`src/sv/bmt_pkg.sv`:
```
package bmt_pkg;

	// address width of the tested range
	localparam int AddrBits = 17;

	typedef logic [AddrBits-1:0] addr_t;

	// configuration register indexes
	localparam int CfgIndexBits = 1;
	typedef logic [CfgIndexBits-1:0] cfg_index_t;
	localparam cfg_index_t CFG_FIRST_ADDRESS = 1'd0;
	localparam cfg_index_t CFG_LAST_ADDRESS  = 1'd1;

	localparam addr_t FirstAddrReset = '0;
	localparam addr_t LastAddrReset  = '1;

	// input operation codes
	localparam logic OP_START    = 1'b0;
	localparam logic OP_RESPONSE = 1'b1;

	// steps within one bit of a march element
	typedef logic [1:0] sub_step_t;
	localparam sub_step_t SUB_READ   = 2'd0;
	localparam sub_step_t SUB_WRITE  = 2'd1;
	localparam sub_step_t SUB_VERIFY = 2'd2;

	typedef enum logic [2:0] {
		EL_IDLE,
		EL_W0,
		EL_UP_R0W1R1,
		EL_UP_R1W0,
		EL_DN_R0W1,
		EL_DN_R1W0,
		EL_FINAL_R0
	} march_el_t;

	typedef struct packed {
		logic       op;
		logic [7:0] read_data;
	} in_item_t;

	typedef struct packed {
		logic        cmd_valid;
		logic        cmd_write;
		addr_t       cmd_address;
		logic [7:0]  cmd_data;
		logic        error;
		logic [2:0]  fail_bit;
		logic [7:0]  fail_expected;
		logic [7:0]  fail_actual;
		logic [15:0] pass_count;
	} out_item_t;

endpackage

```
`src/sv/bmt_step.sv`:
```
module bmt_step
	import bmt_pkg::*;
(
	input  logic       clk,
	input  logic       arst_n,
	input  logic       cfg_write_en,
	input  cfg_index_t cfg_index,
	input  addr_t      cfg_data,
	input  logic       advance,
	input  in_item_t   item_s1,
	output out_item_t  step_result
);

	addr_t       first_q, last_q;
	march_el_t   el_q, nx_el;
	addr_t       addr_q, nx_addr;
	logic [2:0]  bit_q, nx_bit;
	sub_step_t   sub_q, nx_sub;
	logic [7:0]  held_q, nx_held;
	logic        halted_q, nx_halted;
	logic [15:0] passes_q, nx_passes;

	// configuration registers
	always_ff @(posedge clk or negedge arst_n) begin
		if (!arst_n) begin
			first_q <= FirstAddrReset;
			last_q  <= LastAddrReset;
		end else if (cfg_write_en) begin
			unique case (cfg_index)
				CFG_FIRST_ADDRESS: first_q <= cfg_data;
				CFG_LAST_ADDRESS:  last_q  <= cfg_data;
				default: ;
			endcase
		end
	end

	always_comb begin
		logic       bit_val;
		logic       exp_bit;
		logic       done;
		logic       up;
		logic       do_enter;
		logic       do_read;
		logic       do_write;
		logic       do_fail;
		logic       do_start;
		logic [7:0] wdata;
		march_el_t  enter_el;

		nx_el     = el_q;
		nx_addr   = addr_q;
		nx_bit    = bit_q;
		nx_sub    = sub_q;
		nx_held   = held_q;
		nx_halted = halted_q;
		nx_passes = passes_q;
		done      = 1'b0;
		do_enter  = 1'b0;
		do_read   = 1'b0;
		do_write  = 1'b0;
		do_fail   = 1'b0;
		do_start  = 1'b0;
		wdata     = 8'h00;
		enter_el  = el_q;
		step_result = '0;

		bit_val = item_s1.read_data[bit_q];
		up = (el_q == EL_UP_R0W1R1) || (el_q == EL_UP_R1W0);
		exp_bit = ((el_q == EL_UP_R0W1R1) && (sub_q == SUB_VERIFY))
			|| (el_q == EL_UP_R1W0) || (el_q == EL_DN_R1W0);

		if (item_s1.op == OP_START) begin
			do_start = 1'b1;
		end else if (halted_q) begin
			do_fail = 1'b1;
		end else begin
			unique case (el_q)
				EL_W0: begin
					if (addr_q >= last_q) begin
						do_enter = 1'b1;
						enter_el = EL_UP_R0W1R1;
					end else begin
						nx_addr  = AddrBits'(addr_q + 1'b1);
						do_write = 1'b1;
					end
				end
				EL_UP_R0W1R1, EL_UP_R1W0, EL_DN_R0W1, EL_DN_R1W0: begin
					if ((sub_q == SUB_READ || sub_q == SUB_VERIFY) && bit_val != exp_bit) begin
						do_fail   = 1'b1;
						nx_halted = 1'b1;
						nx_held   = item_s1.read_data;
					end else if (sub_q == SUB_READ) begin
						nx_held  = item_s1.read_data ^ (8'd1 << bit_q);
						nx_sub   = SUB_WRITE;
						do_write = 1'b1;
						wdata    = item_s1.read_data ^ (8'd1 << bit_q);
					end else if (sub_q != SUB_VERIFY && el_q == EL_UP_R0W1R1) begin
						nx_sub  = SUB_VERIFY;
						do_read = 1'b1;
					end else begin
						// this bit is finished, step bit then address
						nx_sub = SUB_READ;
						if (up) begin
							if (bit_q != 3'd7) begin
								nx_bit = 3'(bit_q + 3'd1);
							end else begin
								nx_bit = 3'd0;
								if (addr_q >= last_q) done = 1'b1;
								else nx_addr = AddrBits'(addr_q + 1'b1);
							end
						end else begin
							if (bit_q != 3'd0) begin
								nx_bit = 3'(bit_q - 3'd1);
							end else begin
								nx_bit = 3'd7;
								if (addr_q <= first_q) done = 1'b1;
								else nx_addr = AddrBits'(addr_q - 1'b1);
							end
						end
						if (done) begin
							do_enter = 1'b1;
							unique case (el_q)
								EL_UP_R0W1R1: enter_el = EL_UP_R1W0;
								EL_UP_R1W0:   enter_el = EL_DN_R0W1;
								EL_DN_R0W1:   enter_el = EL_DN_R1W0;
								default:      enter_el = EL_FINAL_R0;
							endcase
						end else begin
							do_read = 1'b1;
						end
					end
				end
				EL_FINAL_R0: begin
					if (item_s1.read_data != 8'h00) begin
						do_fail   = 1'b1;
						nx_halted = 1'b1;
						nx_held   = item_s1.read_data;
					end else if (addr_q >= last_q) begin
						nx_passes = 16'(passes_q + 16'd1);
						do_start  = 1'b1;
					end else begin
						nx_addr = AddrBits'(addr_q + 1'b1);
						do_read = 1'b1;
					end
				end
				default: ;
			endcase
		end

		if (do_start) begin
			nx_halted = 1'b0;
			nx_el     = EL_W0;
			nx_addr   = first_q;
			nx_bit    = 3'd0;
			nx_sub    = SUB_READ;
			do_write  = 1'b1;
		end

		if (do_enter) begin
			nx_el  = enter_el;
			nx_sub = SUB_READ;
			if (enter_el == EL_DN_R0W1 || enter_el == EL_DN_R1W0) begin
				nx_addr = last_q;
				nx_bit  = 3'd7;
			end else begin
				nx_addr = first_q;
				nx_bit  = 3'd0;
			end
			do_read = 1'b1;
		end

		if (do_fail) begin
			step_result.error         = 1'b1;
			step_result.cmd_address   = addr_q;
			step_result.fail_bit      = (el_q == EL_FINAL_R0) ? 3'd0 : bit_q;
			step_result.fail_expected = {7'd0, exp_bit};
			step_result.fail_actual   = nx_held;
		end else if (do_read || do_write) begin
			step_result.cmd_valid   = 1'b1;
			step_result.cmd_write   = do_write;
			step_result.cmd_address = nx_addr;
			step_result.cmd_data    = do_write ? wdata : 8'h00;
		end
		step_result.pass_count = nx_passes;
	end

	always_ff @(posedge clk or negedge arst_n) begin
		if (!arst_n) begin
			el_q     <= EL_IDLE;
			addr_q   <= '0;
			bit_q    <= 3'd0;
			sub_q    <= SUB_READ;
			held_q   <= 8'h00;
			halted_q <= 1'b0;
			passes_q <= 16'd0;
		end else if (advance) begin
			el_q     <= nx_el;
			addr_q   <= nx_addr;
			bit_q    <= nx_bit;
			sub_q    <= nx_sub;
			held_q   <= nx_held;
			halted_q <= nx_halted;
			passes_q <= nx_passes;
		end
	end

	// a halt only happens inside a running pass
	a_halt_in_pass: assert property (@(posedge clk) disable iff (!arst_n)
		halted_q |-> el_q != EL_IDLE)
		else $error("halted with no pass running");

	// sub steps beyond the first only in the per-bit elements
	a_sub_in_bit_el: assert property (@(posedge clk) disable iff (!arst_n)
		sub_q != SUB_READ |-> (el_q == EL_UP_R0W1R1 || el_q == EL_UP_R1W0
			|| el_q == EL_DN_R0W1 || el_q == EL_DN_R1W0))
		else $error("sub step outside a bit element");

	// a start always lands in the write-zero sweep with the error cleared
	a_start_clears: assert property (@(posedge clk) disable iff (!arst_n)
		advance && item_s1.op == OP_START |=> el_q == EL_W0 && !halted_q)
		else $error("start did not begin a clean pass");

	// the pass counter only ever steps by one
	a_pass_step: assert property (@(posedge clk) disable iff (!arst_n)
		!$stable(passes_q) |-> passes_q == 16'($past(passes_q) + 16'd1))
		else $error("pass counter jumped");

endmodule

```
`config.mk`:
```
export PLATFORM = sky130hd
export DESIGN_NAME = bmt_step
export DESIGN_NICKNAME = d
export VERILOG_FILES = /design/src/sv/bmt_pkg.sv /design/src/sv/bmt_step.sv
export SDC_FILE = /design/constraint.sdc
export NUM_CORES = 1
export LEC_CHECK = 0
export BUFFER_PORTS_ARGS = -buffer_cell sky130_fd_sc_hd__buf_2
export CORE_MARGIN = 3
export CORE_UTILIZATION = 54
export CTS_CLUSTER_SIZE = 28
export DETAILED_ROUTE_END_ITERATION = 16
export GPL_TIMING_DRIVEN = 1
export PLACE_DENSITY = 0.79
export SYNTH_ARGS = -nofsm -noshare
export SYNTH_HDL_FRONTEND = slang
export SYNTH_SLANG_ARGS = --single-unit
```
`constraint.sdc`:
```
create_clock -name clk -period 4.8 [get_ports clk]
set_input_delay 1.2 -clock clk [delete_from_list [all_inputs] [get_ports clk]]
set_output_delay 1.2 -clock clk [all_outputs]
set_load 0.01 [all_outputs]
```
Word level (Yosys, flattened, before mapping). Cells that the tools add are included.

$add $sub $neg: 5. $mul: 0. Divide/modulo/power cells: 0. Order comparisons: 3. Equality and inequality tests: 16. Shift-type cells: 1. Mux-type cells: 116. Bitwise gates (word level): 2. Reduce and logical (&&, ||, !) cells: 23.

Operator list (count): $mux 17 (15); $mux 8 (12); $mux 16 (5); $mux 3 (22); $pmux 17 s3 (1); $mux 1 (42); $mux 27 (1); $mux 20 (1); $mux 2 (9); $add 17x1->17 const B (1); $ge 17x17->1 (1); $le 17x17->1 (1); $sub 17x1->17 const B (1); $add 16x1->16 const B (1); $pmux 8 s2 (1); $eq 3x3->1 const B (5); $ne 3x1->1 const B (4); $pmux 3 s3 (1); $reduce_bool 3->1 (3); $pmux 1 s2 (4); $reduce_and 2->1 (4); $reduce_bool 8->1 (1); $shl 1x3->8 const A (1); $xor 8x8->8 (1); other kinds (19) (28).

Flip-flop bits (word level): 84. Latch bits: 0. RAM bits: 0. ROM bits: 0. Input port bits: 31. Output and inout port bits: 63. Word-level logic and storage cells: 175. Memories kept: 0.

Longest topological paths before layout. Gate-level depths: netlist (run 1).

Depth after elaboration: 23. Depth in mapped cells: 14. Gate-level depth less buffers: 12.

Least setup slack after synthesis (run 1). No wires, ideal clock.

Kind: input to output. Start: input item_s1[1] (netlist bit). End: output step_result[53] (netlist bit). Arrival time: 3.614 ns. Required time: 3.600 ns. Setup slack: -0.014 ns. Stages on the path: 10. Path buffers: 1. Cell sequence: mux2i_1 -> mux4_2 -> xnor2_4 -> o21a_4 -> and4_4 -> or3_1 -> buf_2 -> or4_1 -> o221ai_1 -> o21ai_1.

RTL lines: start, declared (line bmt_step.sv:10) `input in_item_t item_s1,`; end, declared (line bmt_step.sv:11) `output out_item_t step_result`.

==> summary.txt, run 1 <==
Global route
  • Initial antenna violation count: 0
  • Maximum number of pins on one net before global-route repair: 85
  • First-pass GRT wire length: 45.8 mm
  • GRT Total Usage: 0.365
  • Gr ovfl total: 0
  • Vias in the first global route: roughly 8600

Floorplan
  • Num rows: 42
  • Io pins: 94
  • Die width: 125 um
  • DIE AREA: between 15000 and 20000 um^2
  • Initial Util: 0.562
  • Die Y-Extent: 125 um
  • Core area: 13500 um^2

Setup path
  • Crit path arrival time: 3.98 ns
  • CP most frequent cell: buf_6
  • Crit path buffers/inverters: 4
  • CP top delay family: compound AO/OA/AOI/OAI gates
  • Cell depth of the worst setup path: 13
  • Worst path cell trace: buf_6 > mux2i_1 > mux4_2 > xnor2_4 > o21ai_2 > a211oi_2 > nor2_1 > buf_4 > or2_1 > buf_6 > o221a_1 > a22o_1 > buf_2
  • CP max-delay cell: mux4_2
  • Crit end category: output pin
  • Critical path class: in2out
  • CP startpoint kind: input pin
  • Worst-path maximum fanout: 5
  • Largest stage delay, worst path: 0.58 ns
  • Critical Path RT: roughly 3.6 ns
  • Register-to-Register Path Depth: 27

Pwr
  • Clock power share: 0.121
  • NetSw: 3.07 mW
  • Max IR drop VDD: 0.000384 V
  • PnR Total Power: about 6.6 mW
  • P_leak: 5.11 nW
  • Pwr dens: slightly below 600 nW/um^2
  • Comb pwr share: 0.716
  • Pint: roughly 3.5 mW
  • Sw frac: 0.465
  • Flop pwr share: 0.163

Synth
  • Syn Std Cell Area: 7590 um^2
  • Count leader, synth: nand2_1
  • Most frequent cells after synthesis: nand2_1 (91), nor2_1 (85), dfrtp_1 (67)
  • Seq/Total Area, Yosys: 0.280
  • Async SR Flop Fraction: 1.00
  • Synth area leader: dfrtp_1
  • Area contributors post-synth: dfrtp_1 (22%), ha_1 (7.3%), dfstp_2 (5.9%)
  • Syn Inst Count: 931
  • Yosys top cell area share: 0.221
  • Flops & latches, synth: 84
  • Number of synthesized flops with an enable pin: 0
  • Post-synth top flop: dfrtp_1
  • Post-synth cell types: 86
  • Syn_area_per_cell: 8.15 um^2
  • YS warnings: 0

Drt
  • Drt initial violations: 1155
  • Drt via density: 6.71
  • Post-route DRC violation count: 0
  • Total wire length: 32.6 mm
  • DR vias: 9298
  • DRT Pass-1 Iters: 7
  • Routed Antenna Nets: 0
  • Wire per inst: 23.5 um

Timing
  • Final setup viols: 42
  • Tmin final: roughly 5.2 ns
  • Final WS setup: -0.382 ns
  • Final Hold Fails: 0
  • Worst-Margin Slew: 1.12 ns
  • Fmax: 0.193 GHz
  • Final clock skew: 0.0102 ns
  • Unrepaired setup endpoints after global routing: yes
  • Pins over their slew limit: 0
  • Hold WS: 0.492 ns
  • Max-slew headroom: 0.255
  • Crit share post-route: 1.08

Run
  • Max-cap viol count: 0

Clock network
  • Clock transition at path regs: 0.07 ns
  • Num CTS Buffers: 9
  • Max Root-Sink Buffers: 2
  • Clk sinks: 84
  • Skew-Pair Late Insertion Delay: roughly 0.36 ns
  • CTS Root Cell: clkbuf_16
  • Post-CTS Hold Buffers: 0
  • CTS tree: done
  • H-tree level count: 3

Place
  • Place WS: -0.464 ns
  • Cells after DPL: 1298
  • Area post-placement: approximately 9200 um^2
  • Number of port buffers: 86
  • RePlAce Congestion: around 1.0
  • Hpwl dp: 21.2 mm

Cells and area
  • Final std cell area, no fill: ~11000 um^2
  • Layout cells sized above 1: 0.428
  • Ant diodes: 0
  • Fill count: 852
  • P&R area growth vs syn: 46.2%
  • Nets: 1279
  • Final Instance Count excl. Fillers: 1385

Outcome
  • Failing checks: negative setup slack
  • Outcome: finished, violations left

Hold path
  • Hold Crit Class: reg2reg
  • WHS Path Cells: 1
-- flip-flops by register name (all words and copies together) (netlist names) --
signal,cells
addr_q,17
first_q,17
last_q,17
passes_q,16
held_q,8
bit_q,3
el_q,3
sub_q,2
halted_q,1
-- power by group through the flow --
stage          Sequential, mW  Clock (mW)  Combinational, mW
3_3_place_gp             1.05           0               3.45
5_1_grt                  1.09       0.821               4.97
2_1_floorplan            1.02           0               1.97
4_1_cts                  1.05       0.789               4.05
6_report                 1.08       0.794               4.72
3_5_place_dp             1.06           0               3.49
-- path summary, 6_finish.rpt --
check,startpoint,to,slack [ns]
max,item_s1[1],step_result[47],-0.38
min,passes_q[15]$_DFFE_PN0P_,passes_q[15]$_DFFE_PN0P_,0.49
max reg2reg,bit_q[0]$_DFFE_PN0P_,held_q[5]$_DFFE_PN0P_,0.11
min reg2reg,passes_q[15]$_DFFE_PN0P_,passes_q[15]$_DFFE_PN0P_,0.49
max in group asynchronous,arst_n,passes_q[4]$_DFFE_PN0P_,3.04
min in group asynchronous,arst_n,first_q[5]$_DFFE_PN0P_,1.06
-- cell usage in the layout, fill, tap and decap left out, drive strengths merged, types with 7 or more instances in the layout --
cell	netlist	final
o21a	10	10
conb	1	7
nand2	91	91
nor4	12	12
mux2	25	25
mux2i	7	7
o21ai	63	63
or3	9	9
a211oi	10	10
nand4	15	15
nor3	21	21
and3	19	19
xnor2	21	21
xor2	23	23
dfrtp	67	67
o31ai	8	8
a22oi	9	9
nor2b	9	9
clkbuf	51	12
and2	7	7
buf	17	323
ha	44	44
nand3	20	20
a21o	8	8
a21oi	55	55
o2111ai	7	7
inv	50	50
o211ai	18	18
or4	7	7
dfstp	17	17
a31oi	20	20
a221oi	14	14
nor2	86	86
-- through the flow --
step / setup TNS (ns) / utilization
floorplan: -0.0132 / -
global placement: -7.14 / 0.684
detailed placement: -8.55 / 0.684
CTS: -3.41 / 0.767
global route: -11.65 / 0.822
finish: -9.05 / 0.822
-- cell families after synthesis --
kind of cell / count (synthesis) / synth area share
xor+xnor: 44 / 0.0532
compound gates: 288 / 0.273
mux: 33 / 0.0493
fa+ha+maj: 44 / 0.0725
flops: 84 / 0.280
other cells: 1 / 0.000494
simple gates: 319 / 0.208
buf+inv: 118 / 0.0646
-- layer usage --
layer  GRT usage  share of wire
met4       0.127          0.060
met5           0              0
met3      0.0545           0.10
met1       0.494           0.38
met2       0.598           0.46
-- cell type report --
type	instances	area, um^2	area share
multi-input combinational	735	5770	0.520
clock inverter	5	85.1	0.00767
inverter	50	188	0.0169
timing repair buffer	324	2470	0.223
clock buffer	11	243	0.0219
sequential	84	2120	0.191
tap	176	220	0.0198
-- repair_timing --
| item | in CTS | in global routing |
|---|---|---|
| gates resized for setup | 92 | 109 |
| hold endpoints to repair | 0 | 0 |
| endpoints found under the setup margin | 42 | 39 |
| pin swaps | 41 | 59 |
| buffers inserted | 45 | 30 |
| cloned | 0 | 1 |
-- worst reg2reg max path, stage by stage (launching register included) --
cell and delay, ns:
dfrtp_1 0.60, mux2i_1 0.24, mux4_2 0.58, xnor2_4 0.21, buf_6 0.17, buf_6 0.11
buf_6 0.12, buf_12 0.12, o31ai_4 0.29, buf_6 0.17, buf_6 0.10, o21ai_4 0.07
o31ai_4 0.08, a22oi_2 0.09, buf_4 0.15, buf_6 0.11, buf_4 0.12, buf_4 0.12
buf_4 0.12, buf_6 0.10, buf_6 0.10, buf_4 0.13, buf_4 0.13, buf_4 0.12
buf_4 0.12, buf_4 0.12, buf_6 0.11, a21oi_2 0.11
No activity file was read; power rests on OpenSTA's default activity.
==> run 2: changes to the inputs <==
--- a/config.mk
+++ b/config.mk
@@ -13,4 +13,5 @@
 export GPL_TIMING_DRIVEN = 1
 export PLACE_DENSITY = 0.79
+export RECOVER_POWER = 100
 export SYNTH_ARGS = -nofsm -noshare
 export SYNTH_HDL_FRONTEND = slang
==> constraint.sdc (replaced) <==
create_clock -name clk -period 4.6 [get_ports clk]
set_input_delay 0 -clock clk [delete_from_list [all_inputs] [get_ports clk]]
set_output_delay 0 -clock clk [all_outputs]
set_load 0.01 [all_outputs]
==> run 2 against run 1 <==
Net effect: the flow finishes with violations (max-capacitance violations, max-slew violations); clock power up 3.9%; global-route usage down 4.2 points; non-clock buffer count decreased by 186; die area unchanged; setup slack gained 0.53 ns; via count fell by 16%; combinational power is 38% lower.
==> summary.txt, run 2 (synthesized netlist as in run 1, its figures left out) <==
Floorplan
  • Io pins: 94
  • Initial Util: 0.562
  • Core area: approximately 14000 um^2
  • DIE AREA: about 16000 um^2
  • Die Y-Extent: 125 um
  • Die width: 125 um
  • Num rows: 42

Drt
  • Total wire length: 25.3 mm
  • WL met1: 10.5 mm
  • Wire per inst: 21.1 um
  • Max Used Layer: met4
  • Met2 wire length: approximately 12 mm
  • DR vias: 7836
  • Drt via density: 6.54
  • Drt initial violations: 700
  • Routed Antenna Nets: 0
  • Met3 WL post-DR: 2.22 mm
  • DRT Pass-1 Iters: 8
  • Post-route DRC violation count: 0

Clock network
  • CTS tree: done
  • Skew-Pair Late Insertion Delay: 0.36 ns
  • Clk sinks: 84
  • CTS Root Cell: clkbuf_16
  • Clock transition at path regs: 0.06 ns
  • H-tree level count: 3
  • Post-CTS setup buffers: 0
  • Max Root-Sink Buffers: 2
  • Num CTS Buffers: 9

Cells and area
  • Final std cell area, no fill: between 8000 and 9000 um^2
  • Sequential cell area: ~2100 um^2
  • Util after Layout: 0.640
  • Layout cells sized above 1: 0.156
  • Nets: 1093
  • Most common cell after layout, fill and taps aside: nand2_1
  • Ant diodes: 0
  • Fill count: between 1000 and 1500
  • Largest registers: addr_q: 17 flops, first_q: 17 flops, last_q: 17 flops
  • P&R area growth vs syn: 13.9%
  • Most frequent cells in the layout: nand2_1 (91), nor2_1 (85), dfrtp_1 (67)
  • Final Instance Count excl. Fillers: 1199
  • Multi-input gate area: 4980 um^2

Global route
  • GRT Total Usage: 0.323
  • Initial antenna violation count: 0
  • Vias in the first global route: between 7000 and 8000
  • Gr ovfl total: 0
  • Maximum number of pins on one net before global-route repair: 54
  • First-pass GRT wire length: approximately 40 mm

Setup path
  • Crit end category: output pin
  • CP startpoint kind: register
  • Register-to-Register Path Depth: 11
  • Reg2reg setup slack: 0.38 ns
  • Largest stage delay, worst path: slightly below 0.6 ns
  • Crit path arrival time: 4.45 ns
  • R2r startpoint: addr_q[15]$_DFFE_PN0P_
  • Worst path cell trace: ha_1 > nand4_1 > nor4_4 > a211o_1 > o21ai_0 > and4_4 > or3_1 > o21a_1 > a221oi_1 > a22o_1 > clkbuf_2
  • Critical Path RT: between 4 and 5 ns
  • CP top delay family: simple AND/OR/NAND/NOR gates
  • Crit path buffers/inverters: 1
  • CP max-delay cell: or3_1
  • Worst reg2reg endpoint: bit_q[0]$_DFFE_PN0P_
  • Critical path class: reg2out
  • Worst-path maximum fanout: 13
  • Crit path launch: addr_q[15]$_DFFE_PN0P_

Timing
  • Pins over their slew limit: 76
  • Max-slew headroom: -0.478
  • Setup tns final: 0 ns
  • Final WS setup: 0.148 ns
  • Unrepaired setup endpoints after global routing: no
  • Fmax: 0.225 GHz
  • Crit share post-route: 0.968
  • Final Hold Fails: 0
  • Final setup viols: 0
  • Hold WS: 0.0830 ns
  • Worst-Margin Slew: 2.21 ns
  • Tmin final: 4.45 ns
  • Final clock skew: 0.0100 ns

Hold path
  • Hold_sp: item_s1[0]
  • Hold Crit Class: in2reg
  • Hold Path Sink: held_q[0]$_DFFE_PN0P_
  • WHS Path Cells: 3

Run
  • Max-cap viol count: 2

Place
  • Hpwl dp: 18.6 mm
  • Number of port buffers: 86
  • Cells after DPL: 1165
  • Place WS: between 0.5 and 0.6 ns
  • Area post-placement: ~8000 um^2
  • RePlAce Congestion: about 1.0

Outcome
  • Failing checks: max-capacitance violations, max-slew violations
  • Outcome: finished, violations left

Pwr
  • P_leak: between 3 and 4 nW
  • PnR Total Power: just under 5 mW
  • Pwr dens: 575 nW/um^2
  • Max IR drop VDD: 0.000379 V
run 2: changes by cell type in the layout (fill, tap and decap cells not counted), moves of 18 or more:
cell | previous run | this run
clkbuf_1 | 1 | 45
dlygate4sd3_1 | 0 | 18
buf_2 | 74 | 38
o21ai_0 | 38 | 57
buf_4 | 206 | 30
buf_6 | 36 | 0
run 2: how the worst max path moves through the flow:
stage / slack [ns] / cells after the start / endpoint
after floorplan: 1.34 / 12 / addr_q[9]$_DFFE_PN0P_
after global placement: 0.74 / 12 / step_result[60]
after detailed placement: 0.59 / 12 / step_result[60]
after CTS: 0.19 / 11 / step_result[49]
after global routing: 0.03 / 12 / step_result[50]
final: 0.15 / 11 / step_result[49]
run 2: layout make-up:
type,instances,share of cell area
Timing Repair Buffer,138,0.0924
Sequential cell,84,0.246
Multi-Input combinational cell,735,0.576
Clock inverter,6,0.0109
Tap cell,176,0.0255
Inverter,50,0.0217
Clock buffer,10,0.0276
run 2: power by group:
| part | switching (mW) | internal (mW) |
|---|---|---|
| logic | 1.85 | 1.08 |
| clock network | 0.330 | 0.495 |
| registers | 0.305 | 0.922 |
run 2: what timing repair did:
item,in CTS,in global routing
hold buffers,18,0
setup endpoints to repair,0,4
gates resized for setup,0,1
hold endpoints to repair,73,0
run 2: layer usage:
layer  up-vias  global-route usage
li1       3614                   -
met1      3702               0.415
met2       423               0.514
met3        97              0.0746
met4         0               0.155
met5         -                   0
run 2: tightest hold or removal path, stage by stage:
cell     delay [ns]
buf_2          0.13
o311a_1        0.20
a21oi_1        0.07
==> run 3: changes to the inputs <==
- BUFFER_PORTS_ARGS: -buffer_cell sky130_fd_sc_hd__buf_2 -> -buffer_cell sky130_fd_sc_hd__buf_4
==> run 3 against run 2 <==
Net effect: the flow still finishes with violations (max-capacitance violations, max-slew violations); critical path depth grew 1; combinational power shrank 1%; worst hold slack lost 0.062 ns; sequential power is essentially flat; clock power shrank 2%; utilization grew 0.10 points; critical endpoint is now step_result[53]; total power shrank 0.66%; die area is the same.
==> summary.txt, run 3 (synthesized netlist as in run 1, its figures left out) <==
Pwr
  • Pwr dens: about 570 nW/um^2
  • Max IR drop VDD: about 0.00036 V
  • P_leak: 3.73 nW

Outcome
  • Outcome: finished, violations left
  • Failing checks: max-capacitance violations, max-slew violations

Floorplan
  • Core area: between 10000 and 15000 um^2
  • Die width: around 120 um
  • Num rows: 42
  • Io pins: 94
  • Initial Util: 0.562
  • Die Y-Extent: 125 um
  • DIE AREA: 15500 um^2

Setup path
  • Largest stage delay, worst path: 0.56 ns
  • Register-to-Register Path Depth: 11
  • Critical path class: reg2out
  • Worst path cell trace: ha_1 > nand4_1 > nor4_4 > a211o_1 > o21ai_0 > and4_4 > or3_4 > clkbuf_2 > or4_1 > o221ai_1 > o21ai_1 > buf_4
  • Worst reg2reg endpoint: addr_q[9]$_DFFE_PN0P_
  • Crit path launch: addr_q[15]$_DFFE_PN0P_
  • Crit end category: output pin
  • Worst-path maximum fanout: 13
  • Reg2reg setup slack: 0.54 ns
  • Cell depth of the worst setup path: 12
  • Crit path buffers/inverters: 2
  • Crit path arrival time: about 4.5 ns
  • CP max-delay cell: or4_1
  • R2r startpoint: addr_q[15]$_DFFE_PN0P_
  • CP startpoint kind: register
  • Capture point of the worst path: step_result[53]
  • Critical Path RT: 4.60 ns
  • CP top delay family: simple AND/OR/NAND/NOR gates

Cells and area
  • Layout cells sized above 1: 0.140
  • P&R area growth vs syn: 14.1%
  • Largest registers: addr_q: 17 flops, first_q: 17 flops, last_q: 17 flops
  • Fill count: 1227
  • Most frequent cells in the layout: nand2_1 (91), nor2_1 (85), dfrtp_1 (67)
  • Most common cell after layout, fill and taps aside: nand2_1
  • Nets: 1090
  • Final Instance Count excl. Fillers: 1196
  • Ant diodes: 0

Drt
  • Drt initial violations: 969
  • Post-route DRC violation count: 0
  • DRT Pass-1 Iters: 5
  • Wire per inst: ~21 um
  • Drt via density: 6.67
  • Routed Antenna Nets: 0
  • Total wire length: 25.6 mm
  • DR vias: between 7000 and 8000

Global route
  • First-pass GRT wire length: 40.8 mm
  • GRT Total Usage: 0.324
  • Vias in the first global route: 7597
  • Maximum number of pins on one net before global-route repair: 54
  • Gr ovfl total: 0
  • Initial antenna violation count: 0

Clock network
  • Max Root-Sink Buffers: 2
  • Clock transition at path regs: 0.07 ns
  • CTS tree: done
  • Skew-Pair Late Insertion Delay: 0.35 ns
  • Post-CTS setup buffers: 0
  • H-tree level count: 3
  • Clk sinks: 84
  • Num CTS Buffers: 9
  • CTS Root Cell: clkbuf_16

Timing
  • Pins over their slew limit: 77
  • Unrepaired setup endpoints after global routing: no
  • Setup tns final: 0 ns
  • Tmin final: 4.47 ns
  • Fmax: ~0.22 GHz
  • Final setup viols: 0
  • Final Hold Fails: 0
  • Max-slew headroom: -0.492
  • Hold WS: 0.0209 ns
  • Crit share post-route: 0.971
  • Worst-Margin Slew: 2.24 ns
  • Final clock skew: 0.00592 ns

Run
  • Max-cap viol count: 2

Place
  • RePlAce Congestion: 1.09
  • Cells after DPL: around 1200
  • Number of port buffers: 86
  • Hpwl dp: ~18 mm

Hold path
  • Hold Crit Class: in2reg
run 3: cell count changes in the layout (fill, tap and decap cells not counted), sizes merged:
| cell | previous run | this run |
|---|---|---|
| buf | 68 | 60 |
| clkbuf | 62 | 68 |
| clkinv | 1 | 0 |
| clkinvlp | 1 | 2 |
| inv | 52 | 51 |
run 3: worst register-to-register path, delay by kind of cell, from the launching register on:
kind                     cells  cell delay (ns)
AO/OA/AOI/OAI                4             0.76
adder cells (fa/ha/maj)      1             0.38
buffers and inverters        1             0.23
flip-flops                   1             0.54
AND/OR/NAND/NOR              5             2.01
run 3: area by class of cell:
type	count	area [um^2]	share of cell area
clock buffer	11	243	0.0280
clock inverter	5	83.8	0.00968
inverter	50	188	0.0217
multi-input combinational	735	4950	0.572
sequential	84	2120	0.245
tap	176	220	0.0254
timing repair buffer	135	852	0.0984
run 3: worst min path at each step:
stage / start / endpoint / slack, ns / depth (start not counted)
final: item_s1[1] / held_q[1]$_DFFE_PN0P_ / 0.02 / 3
after global routing: item_s1[1] / held_q[1]$_DFFE_PN0P_ / 0.03 / 3
after CTS: item_s1[1] / held_q[1]$_DFFE_PN0P_ / 0.02 / 3
after detailed placement: arst_n / first_q[6]$_DFFE_PN0P_ / 0.006 / 1
after global placement: arst_n / first_q[5]$_DFFE_PN0P_ / 0.007 / 1
after floorplan: arst_n / addr_q[0]$_DFFE_PN0P_ / -0.30 / 0
run 3: repair_timing:
| action | in CTS | in global routing |
|---|---|---|
| hold buffers | 18 | 0 |
| endpoints found under the setup margin | 0 | 3 |
| endpoints found under the hold margin | 74 | 0 |
| resized for setup | 0 | 2 |
run 3: report_power, final:
group          switching [mW]  internal, mW
clock network           0.315         0.493
registers               0.336         0.921
logic                    1.81          1.07
total                    2.46          2.48
run 3: metrics by stage:
stage,setup slack [ns],instance area [um^2],power [mW],util
global placement,0.573,8410,4.13,0.623
global route,0.0435,8660,5.24,0.641
finish,0.133,8660,4.94,0.641
CTS,0.103,8920,5.00,0.660
detailed placement,0.496,8410,4.16,0.623
floorplan,1.34,7610,3.12,-
run 3: metal layers:
metal  GRT usage  wire (um)
met2       0.504      11500
met1       0.438      10600
met4       0.152       1240
met3      0.0592       2350
met5           0          0
